==> config.mk <==
export PLATFORM = sky130hd
export DESIGN_NAME = bipartite_buffer_region_manager
export DESIGN_NICKNAME = d
export VERILOG_FILES = /design/src/hw/rtl/bbrm_pkg.sv /design/src/hw/rtl/bipartite_buffer_region_manager.sv
export SDC_FILE = /design/constraint.sdc
export NUM_CORES = 1
export LEC_CHECK = 0
export BUFFER_PORTS_ARGS = -buffer_cell sky130_fd_sc_hd__buf_2
export CAP_MARGIN = 30
export CORE_ASPECT_RATIO = 0.9
export CORE_MARGIN = 4
export CORE_UTILIZATION = 53
export DETAILED_ROUTE_END_ITERATION = 7
export PLACE_DENSITY = 0.74
export REMOVE_ABC_BUFFERS = 1
export SLEW_MARGIN = 0
export SYNTH_ARGS = -nofsm -noshare
export SYNTH_HDL_FRONTEND = slang
export SYNTH_SLANG_ARGS = --single-unit
==> constraint.sdc <==
create_clock -name clock -period 15.9 [get_ports clock]
set_input_delay 0.795 -clock clock [delete_from_list [all_inputs] [get_ports clock]]
set_output_delay 0.795 -clock clock [all_outputs]
set_load 0.05 [all_outputs]
==> src/hw/rtl/bbrm_pkg.sv <==
// Shared types and constants of the bipartite buffer region manager.
// No dependencies; imported by the top level and by its checker.
package bbrm_pkg;

   localparam int KIND_W   = 2;
   localparam int LENGTH_W = 13;
   localparam int OFFSET_W = 12;

   typedef enum logic [KIND_W-1:0] {
      KIND_RESERVE  = 2'd0,
      KIND_COMMIT   = 2'd1,
      KIND_DECOMMIT = 2'd2,
      KIND_CLEAR    = 2'd3
   } kind_type;

endpackage

==> src/hw/rtl/bipartite_buffer_region_manager.sv <==
// Region bookkeeping of a bipartite buffer: reserve, commit, decommit, clear.
// Depends on bbrm_pkg for the operation codes and field widths.
//
// One transaction is accepted per clock whenever start is high and busy is low
// (busy only follows reset). The request is captured in an input register, the
// region update is done by the logic behind it, and the result is registered and
// appears on the rsp_ ports, marked by rsp_valid for exactly one cycle. A new
// request may be accepted in every cycle, so the sustained rate is one transaction
// per clock; the limit is the single region-update path between the input
// register and the state and result registers. Results cannot be held off and
// must be taken in the cycle they are shown.
module bipartite_buffer_region_manager #(
   parameter int CAPACITY = 4096
) (
   input  logic                          clock,
   input  logic                          reset,
   input  logic                          start,
   output logic                          busy,
   input  logic [bbrm_pkg::KIND_W-1:0]   req_kind,
   input  logic [bbrm_pkg::LENGTH_W-1:0] req_length,
   output logic                          rsp_valid,
   output logic [bbrm_pkg::OFFSET_W-1:0] rsp_grant_offset,
   output logic [bbrm_pkg::LENGTH_W-1:0] rsp_grant_length,
   output logic [bbrm_pkg::OFFSET_W-1:0] rsp_read_offset,
   output logic [bbrm_pkg::LENGTH_W-1:0] rsp_read_length,
   output logic [bbrm_pkg::LENGTH_W-1:0] rsp_used_bytes,
   output logic [bbrm_pkg::LENGTH_W-1:0] rsp_free_bytes
);
   import bbrm_pkg::*;

   localparam int W  = $clog2(CAPACITY + 1);
   localparam int CW = (W > LENGTH_W) ? W : LENGTH_W;
   localparam logic [CW-1:0] CAP_C = CW'(CAPACITY);

   function automatic logic [CW-1:0] min_c(input logic [CW-1:0] x, input logic [CW-1:0] y);
      return (x < y) ? x : y;
   endfunction

   function automatic logic [CW-1:0] sub_sat(input logic [CW-1:0] x, input logic [CW-1:0] y);
      return (x > y) ? (x - y) : '0;
   endfunction

   // Input register.
   logic                in_valid_ff;
   kind_type            in_kind_ff;
   logic [LENGTH_W-1:0] in_length_ff;

   // Region state.
   logic [W-1:0] a_start_ff, a_start_in;
   logic [W-1:0] a_end_ff, a_end_in;
   logic [W-1:0] b_start_ff, b_start_in;
   logic [W-1:0] b_end_ff, b_end_in;
   logic         writing_b_ff, writing_b_in;
   logic [W-1:0] res_len_ff, res_len_in;

   // Result register.
   logic                rsp_valid_ff;
   logic [OFFSET_W-1:0] grant_offset_ff, grant_offset_in;
   logic [LENGTH_W-1:0] grant_length_ff, grant_length_in;
   logic [OFFSET_W-1:0] read_offset_ff, read_offset_in;
   logic [LENGTH_W-1:0] read_length_ff, read_length_in;
   logic [LENGTH_W-1:0] used_ff, used_in;
   logic [LENGTH_W-1:0] free_ff, free_in;

   assign busy = reset;

   always_ff @(posedge clock) begin
      if (reset) begin
         in_valid_ff <= 1'b0;
      end else begin
         in_valid_ff <= start && !busy;
      end
      in_kind_ff   <= kind_type'(req_kind);
      in_length_ff <= req_length;
   end

   always_comb begin
      logic [CW-1:0] len, as, ae, bs, be, rl, room, grant, wstart, n, r_off, r_len;
      logic [CW:0]   used_w, free_w;

      len    = CW'(in_length_ff);
      as     = CW'(a_start_ff);
      ae     = CW'(a_end_ff);
      bs     = CW'(b_start_ff);
      be     = CW'(b_end_ff);
      rl     = CW'(res_len_ff);
      writing_b_in = writing_b_ff;
      grant  = '0;
      wstart = '0;
      room   = '0;
      n      = '0;

      case (in_kind_ff)
         KIND_RESERVE: begin
            if (writing_b_ff) begin
               room   = sub_sat(as, be);
               grant  = min_c(len, room);
               wstart = be;
            end else begin
               room = sub_sat(CAP_C, ae);
               if (room >= len || room >= as) begin
                  grant  = min_c(len, room);
                  wstart = ae;
               end else begin
                  writing_b_in = 1'b1;
                  grant        = min_c(len, as);
                  wstart       = '0;
               end
            end
            if (grant == '0) begin
               wstart = '0;
            end
            rl = grant;
         end
         KIND_COMMIT: begin
            n = min_c(len, rl);
            if (writing_b_ff) begin
               be = be + n;
            end else begin
               ae = ae + n;
            end
            rl = '0;
         end
         KIND_DECOMMIT: begin
            if (as < ae) begin
               as = as + min_c(len, ae - as);
               if (as == ae) begin
                  as = '0;
                  ae = '0;
                  if (be != '0) begin
                     as = bs;
                     ae = be;
                     bs = '0;
                     be = '0;
                  end
                  writing_b_in = 1'b0;
               end
            end else if (bs < be) begin
               bs = bs + min_c(len, be - bs);
               if (bs == be) begin
                  bs = '0;
                  be = '0;
                  writing_b_in = 1'b0;
               end
            end
         end
         default: begin
            // Clear returns every region, the mode and the reservation to zero.
            as = '0;
            ae = '0;
            bs = '0;
            be = '0;
            rl = '0;
            writing_b_in = 1'b0;
         end
      endcase

      if (as < ae) begin
         r_off = as;
         r_len = ae - as;
      end else if (bs < be) begin
         r_off = bs;
         r_len = be - bs;
      end else begin
         r_off = '0;
         r_len = '0;
      end
      used_w = {1'b0, sub_sat(ae, as)} + {1'b0, sub_sat(be, bs)};
      if (writing_b_in) begin
         free_w = {1'b0, sub_sat(as, be)};
      end else begin
         free_w = {1'b0, sub_sat(CAP_C, ae)} + {1'b0, as};
      end

      a_start_in = as[W-1:0];
      a_end_in   = ae[W-1:0];
      b_start_in = bs[W-1:0];
      b_end_in   = be[W-1:0];
      res_len_in = rl[W-1:0];

      grant_offset_in = wstart[OFFSET_W-1:0];
      grant_length_in = grant[LENGTH_W-1:0];
      read_offset_in  = r_off[OFFSET_W-1:0];
      read_length_in  = r_len[LENGTH_W-1:0];
      used_in         = used_w[LENGTH_W-1:0];
      free_in         = free_w[LENGTH_W-1:0];
   end

   always_ff @(posedge clock) begin
      if (reset) begin
         a_start_ff   <= '0;
         a_end_ff     <= '0;
         b_start_ff   <= '0;
         b_end_ff     <= '0;
         writing_b_ff <= 1'b0;
         res_len_ff   <= '0;
         rsp_valid_ff <= 1'b0;
      end else begin
         rsp_valid_ff <= in_valid_ff;
         if (in_valid_ff) begin
            a_start_ff   <= a_start_in;
            a_end_ff     <= a_end_in;
            b_start_ff   <= b_start_in;
            b_end_ff     <= b_end_in;
            writing_b_ff <= writing_b_in;
            res_len_ff   <= res_len_in;
         end
      end
      if (in_valid_ff) begin
         grant_offset_ff <= grant_offset_in;
         grant_length_ff <= grant_length_in;
         read_offset_ff  <= read_offset_in;
         read_length_ff  <= read_length_in;
         used_ff         <= used_in;
         free_ff         <= free_in;
      end
   end

   assign rsp_valid        = rsp_valid_ff;
   assign rsp_grant_offset = grant_offset_ff;
   assign rsp_grant_length = grant_length_ff;
   assign rsp_read_offset  = read_offset_ff;
   assign rsp_read_length  = read_length_ff;
   assign rsp_used_bytes   = used_ff;
   assign rsp_free_bytes   = free_ff;

endmodule

==> qor.yml, run 1 <==
synthesis:
  yosysWarnings: 0
  synth_largest_type_area_fraction: 0.168
  synth_edf_count: 76
  ys_types: 94
  yosysMostFrequentCell: "ha_1"
  async_flop_share: 0
  netlist_area_sq_um: 17900
  synth_area_leaders: "ha_1 17%, edfxtp_1 13%, dfxtp_1 9.3%"
  syn-instance-count: 2178
  synth_area_per_cell_sq_um: 8.22
  synth_seq_area_share: 0.220
  synth_ff_type: "dfxtp_1"
  synth_top_area_cell: "ha_1"
  ys_seq_elements: 159
  synth_common_cells: "240 x ha_1, 177 x inv_1, 165 x nor2_1"
finish:
  final_net_count: 2514
  area_growth_syn_to_layout_pct: 8.83
  utilization: 0.589
  drive_gt1_frac: 0.101
  diodes: 0
route:
  post_drt_wl_per_cell_um: 24.2
  dr.pass1.iters: 6
  drc_errors: 0
  wl_mm: 64.8
  vias: 17500
  postRouteAntennaNets: 0
  vias_per_cell: 6.53
  drtIter0Drc: 2319
setup_path:
  cp.arrival_ns: 13.87
  endpoint_kind: "flip-flop"
  path_class: "reg2reg"
  crit_family: "compound AO/OA/AOI/OAI gates"
  max_stage_delay_ns: 0.54
  critPathSlowestCell: "o2111ai_2"
  required_ns: 16.10
  cp_max_fo: 17
  critPathBufInv: 3
  cpMostUsedCell: "a21oi_1"
  crit_path_start_kind: "flip-flop"
pwr:
  power.leakage_uw: 0.00870
  power_frac_clock: 0.173
  swShare: 0.475
  irDropWorstVdd_uv: 91.8
  pwr-share-comb: 0.613
  powerDensity_nw_per_um2: 124
  seqPwrFrac: 0.214
  power.net_switching_uw: 1150
  intPower_uw: 1270
timing:
  timing_worst_slew_pin_value_ns: 1.10
  rsz0062_at_grt: "no"
  setup-tns-final_ns: 0
  finalClockSkew_ns: 0.0153
  max_freq_ghz: 0.0731
  max_slew_margin: 0.264
  finalCritPeriodShare: 0.860
  setup_viol: 0
  drv_slew: 0
  post-route-min-period_ns: 13.67
  hold_viol_final: 0
clocking:
  cts_tree: "done"
  hold_buffers: 0
  cts_resized: 0
  cts_buffer_depth: 2
  cts_sinks: 159
  root_buffer: "clkbuf_16"
  cts_buffers: 17
  path_clk_slew_ns: 0.08
  cts.htree.levels: 4
  cts_setup_buffers: 0
  clk_latency_ns: 0.47
floorplanning:
  die_y_um: 182
  die-area_sq_um: 36800
  initial_core_util: 0.541
  pin_count: 96
  rows: 63
  core_area_sq_um: 33100
  die_width_um: 202
grt:
  grt_pass1_wl_mm: 98.1
  gr-total-overflow: 0
  grt_pass1_vias: 16500
  grt_start_max_net_pins: 97
  grt_usage: 0.346
  antenna_found_initial: 2
place:
  gp_congestion: 1.04
  numPortBuffers: 95
  hpwl_mm: 50.1
flow_run:
  cap_violations: 0
min_path:
  holdCritPathClass: "in2reg"
status:
  status: "finished, final reports clean"
## worst reg2reg max path: cells and delay by family, from the launching register on
kind	cells	cell delay, ns
AOI/OAI and AO/OA	33	6.62
xor gates and xnor gates	4	1.30
adders and majority gates	7	2.37
buffers and inverters	3	0.53
DFF	1	0.44
and+or+nand+nor	11	2.14
## cells in the final DEF, fill, tap and decap left out, drive strengths merged, types with 18 or more instances in the layout
cell	n
a22oi	25
a211oi	67
nand3	39
nor3	48
o21ai	129
xnor2	93
nand4	35
a31oi	22
buf	142
xor2	45
a22o	22
o21bai	18
a211o	32
inv	185
a21o	66
clkbuf	18
o211ai	19
ha	240
nor2	165
nand2b	26
nor2b	36
and2	36
nand2	142
edfxtp	76
a21oi	159
dfxtp	83
o21a	29
## path summary, 6_finish.rpt
| kind | startpoint | to | slack (ns) | cells after the start |
|---|---|---|---|---|
| setup / recovery | a_end_ff[0]$_SDFFE_PP0P_ | rsp_used_bytes[12]$_DFFE_PP_ | 2.23 | 58 |
| hold / removal | req_length[5] | in_length_ff[5]$_DFF_P_ | 0.43 | 1 |
| setup reg to reg | a_end_ff[0]$_SDFFE_PP0P_ | rsp_used_bytes[12]$_DFFE_PP_ | 2.23 | 58 |
| hold reg to reg | res_len_ff[2]$_SDFFE_PP0P_ | res_len_ff[2]$_SDFFE_PP0P_ | 0.49 | 1 |
## cell families (layout without fill, tap and decap cells)
logic type | count (synthesis) | in the layout | synth area share
AO/OA/AOI/OAI | 708 | 708 | 0.273
AND/OR/NAND/NOR | 615 | 615 | 0.174
buffers and inverters | 274 | 353 | 0.0582
adder cells (fa/ha/maj) | 252 | 252 | 0.181
flip-flops | 159 | 159 | 0.220
XOR/XNOR | 148 | 148 | 0.0807
multiplexers | 22 | 22 | 0.0126
## flip-flops by register name, indices dropped and copies added (netlist names)
signal / flops
a_end_ff: 13
a_start_ff: 13
b_end_ff: 13
b_start_ff: 13
in_length_ff: 13
res_len_ff: 13
rsp_free_bytes: 13
rsp_grant_length: 13
rsp_read_length: 13
rsp_used_bytes: 13
rsp_grant_offset: 12
rsp_read_offset: 12
in_kind_ff: 2
in_valid_ff: 1
rsp_valid: 1
writing_b_ff: 1
## area by class of cell
type | instances | area, sq um
clock buffer | 18 | 450
clock inverter | 14 | 124
fill | 3024 | 13600
inverter | 179 | 672
multi-input combinational | 1745 | 12900
sequential | 159 | 3950
tap | 422 | 528
timing repair buffer | 142 | 828
## metrics by stage
step                      total power [uW]  setup slack [ns]  area, sq um  hold slack (ns)  std cells
after floorplan                       1610              3.71        17500            0.425       2083
after global placement                1940              3.11        18900            0.443       2646
after detailed placement              1960              2.65        18900            0.467       2647
after CTS                             2380              2.59        19500            0.412       2679
after global routing                  2570              1.15        19500            0.413       2679
final                                 2420              2.23        19500            0.428       2679
## power groups by stage
stage               clock network [uW]  logic [uW]  registers [uW]
finish                             419        1480             519
global route                       436        1610             522
CTS                                420        1450             518
detailed placement                   0        1440             526
global placement                     0        1410             526
floorplan                            0         977             628
## metal layers
layer  GRT usage  vias to the layer above  wire length, um
met3       0.140                      171             8400
met2       0.499                      956            26000
met4       0.117                        4             2360
met1       0.470                     8166            28000
li1            -                     8192                -
met5           0                        -               31
Power figures use the tool's default switching activity.
==> inputs of run 2 (changes only) <==
CORE_MARGIN = unset   (was 4)
==> qor.yml, run 2 (same netlist as run 1, synthesis figures left out) <==
setup_path:
  crit_family: "compound AO/OA/AOI/OAI gates"
  cp_num_cells: 57
  cpMostUsedCell: "a21oi_1"
  startpoint: "a_end_ff[0]$_SDFFE_PP0P_"
  endpoint: "rsp_used_bytes[12]$_DFFE_PP_"
  cp_max_fo: 17
  r2r_slack_ns: 2.63
  path_class: "reg2reg"
  cp.arrival_ns: 13.48
  critPathSlowestCell: "fa_1"
  critPathBufInv: 5
  reg2reg_to: "rsp_used_bytes[12]$_DFFE_PP_"
  max_stage_delay_ns: 0.47
  endpoint_kind: "flip-flop"
  worstReg2RegStart: "a_end_ff[0]$_SDFFE_PP0P_"
  rr_worst_depth: 57
  required_ns: 16.11
  crit_path_start_kind: "flip-flop"
place:
  hpwl_mm: 50.6
  pre_cts_ws_ns: 2.98
  gp_congestion: 1.01
  numPortBuffers: 95
  dp_cells: 2652
  dpl-instance-area_sq_um: 18900
clocking:
  cts_resized: 0
  cts_sinks: 159
  cts_setup_buffers: 0
  cts_buffer_depth: 2
  hold_buffers: 0
  cts_tree: "done"
  path_clk_slew_ns: 0.08
  cts_buffers: 17
  cts.htree.levels: 4
  clk_latency_ns: 0.47
  root_buffer: "clkbuf_16"
finish:
  final_net_count: 2519
  area_growth_syn_to_layout_pct: 8.99
  design_area_sq_um: 19500
  regArea_sq_um: 3950
  multiInputGateArea_sq_um: 12900
  final_common_cell: "ha_1"
  drive_gt1_frac: 0.103
  diodes: 0
  layout_common_cells: "240 x ha_1, 177 x inv_1, 165 x nor2_1"
  stdcell_count: 2684
  nFillCells: 2979
route:
  post_drt_wl_per_cell_um: 24.3
  dr.pass1.iters: 6
  vias: 17700
  drc_errors: 0
  postRouteAntennaNets: 0
  wl_mm: 65.1
  drtIter0Drc: 2221
  vias_per_cell: 6.59
grt:
  gr-total-overflow: 0
  grt_start_max_net_pins: 79
  antenna_found_initial: 1
  grt_usage: 0.377
  grt_pass1_vias: 16300
  grt_pass1_wl_mm: 98.0
timing:
  finalClockSkew_ns: 0.0182
  finalCritPeriodShare: 0.835
  max_freq_ghz: 0.0754
  max_slew_margin: 0.292
  finalWorstSetupSlack_ns: 2.63
  setup-tns-final_ns: 0
  drv_slew: 0
  setup_viol: 0
  rsz0062_at_grt: "no"
  timing_worst_slew_pin_value_ns: 1.06
  post-route-min-period_ns: 13.27
  hold_viol_final: 0
min_path:
  holdCritPathClass: "in2reg"
pwr:
  irDropWorstVdd_uv: 88.4
  powerDensity_nw_per_um2: 124
  power.leakage_uw: 0.00873
flow_run:
  cap_violations: 0
floorplanning:
  die_y_um: 176
  die_width_um: 196
  initial_core_util: 0.541
  die-area_sq_um: 34500
  pin_count: 96
  rows: 63
  core_area_sq_um: 33100
status:
  status: "finished, final reports clean"
[run 2: per-layer routing]
layer | vias to the layer above | wire length [um] | global-route usage
li1 | 8162 | - | -
met5 | - | 13 | 0
met4 | 2 | 2080 | 0.122
met3 | 147 | 8300 | 0.114
met1 | 8394 | 28000 | 0.523
met2 | 970 | 26700 | 0.556
[run 2: worst min-delay path by stage]
stage,startpoint,endpoint,depth (start not counted)
5_1_grt,req_length[9],in_length_ff[9]$_DFF_P_,1
2_1_floorplan,res_len_ff[10]$_SDFFE_PP0P_,res_len_ff[10]$_SDFFE_PP0P_,2
3_3_place_gp,res_len_ff[1]$_SDFFE_PP0P_,res_len_ff[1]$_SDFFE_PP0P_,2
6_report,req_length[7],in_length_ff[7]$_DFF_P_,1
4_1_cts,req_length[9],in_length_ff[9]$_DFF_P_,1
3_5_place_dp,res_len_ff[1]$_SDFFE_PP0P_,res_len_ff[1]$_SDFFE_PP0P_,2
[run 2: worst reg2reg max path, delay by kind of cell, from the launching register on]
family          cells  cell delay [ns]
compound gates     32             6.72
xor+xnor            4             1.21
fa+ha+maj           7             2.27
buf+inv             5             0.64
flops               1             0.45
simple gates        9             1.71
[run 2: area by class of cell]
class                           count  area share
Sequential cell                   159       0.202
Inverter                          179      0.0344
Tap cell                          422      0.0271
Timing Repair Buffer              147      0.0444
Clock inverter                     15     0.00718
Multi-Input combinational cell   1745       0.663
Clock buffer                       17      0.0218
[run 2: metrics by stage]
step           total power, uW  hold slack (ns)   util
6_report                  2410            0.424  0.589
5_1_grt                   2550            0.414  0.589
4_1_cts                   2380            0.413  0.589
3_5_place_dp              1960            0.454  0.572
3_3_place_gp              1940            0.438  0.572
2_1_floorplan             1610            0.425      -
[run 2: power by group]
part	leakage (uW)	total (uW)	switching [uW]	internal, uW
sequential	0.00142	521	29.8	491
combinational	0.00702	1480	911	567
clock	0.000285	415	206	208
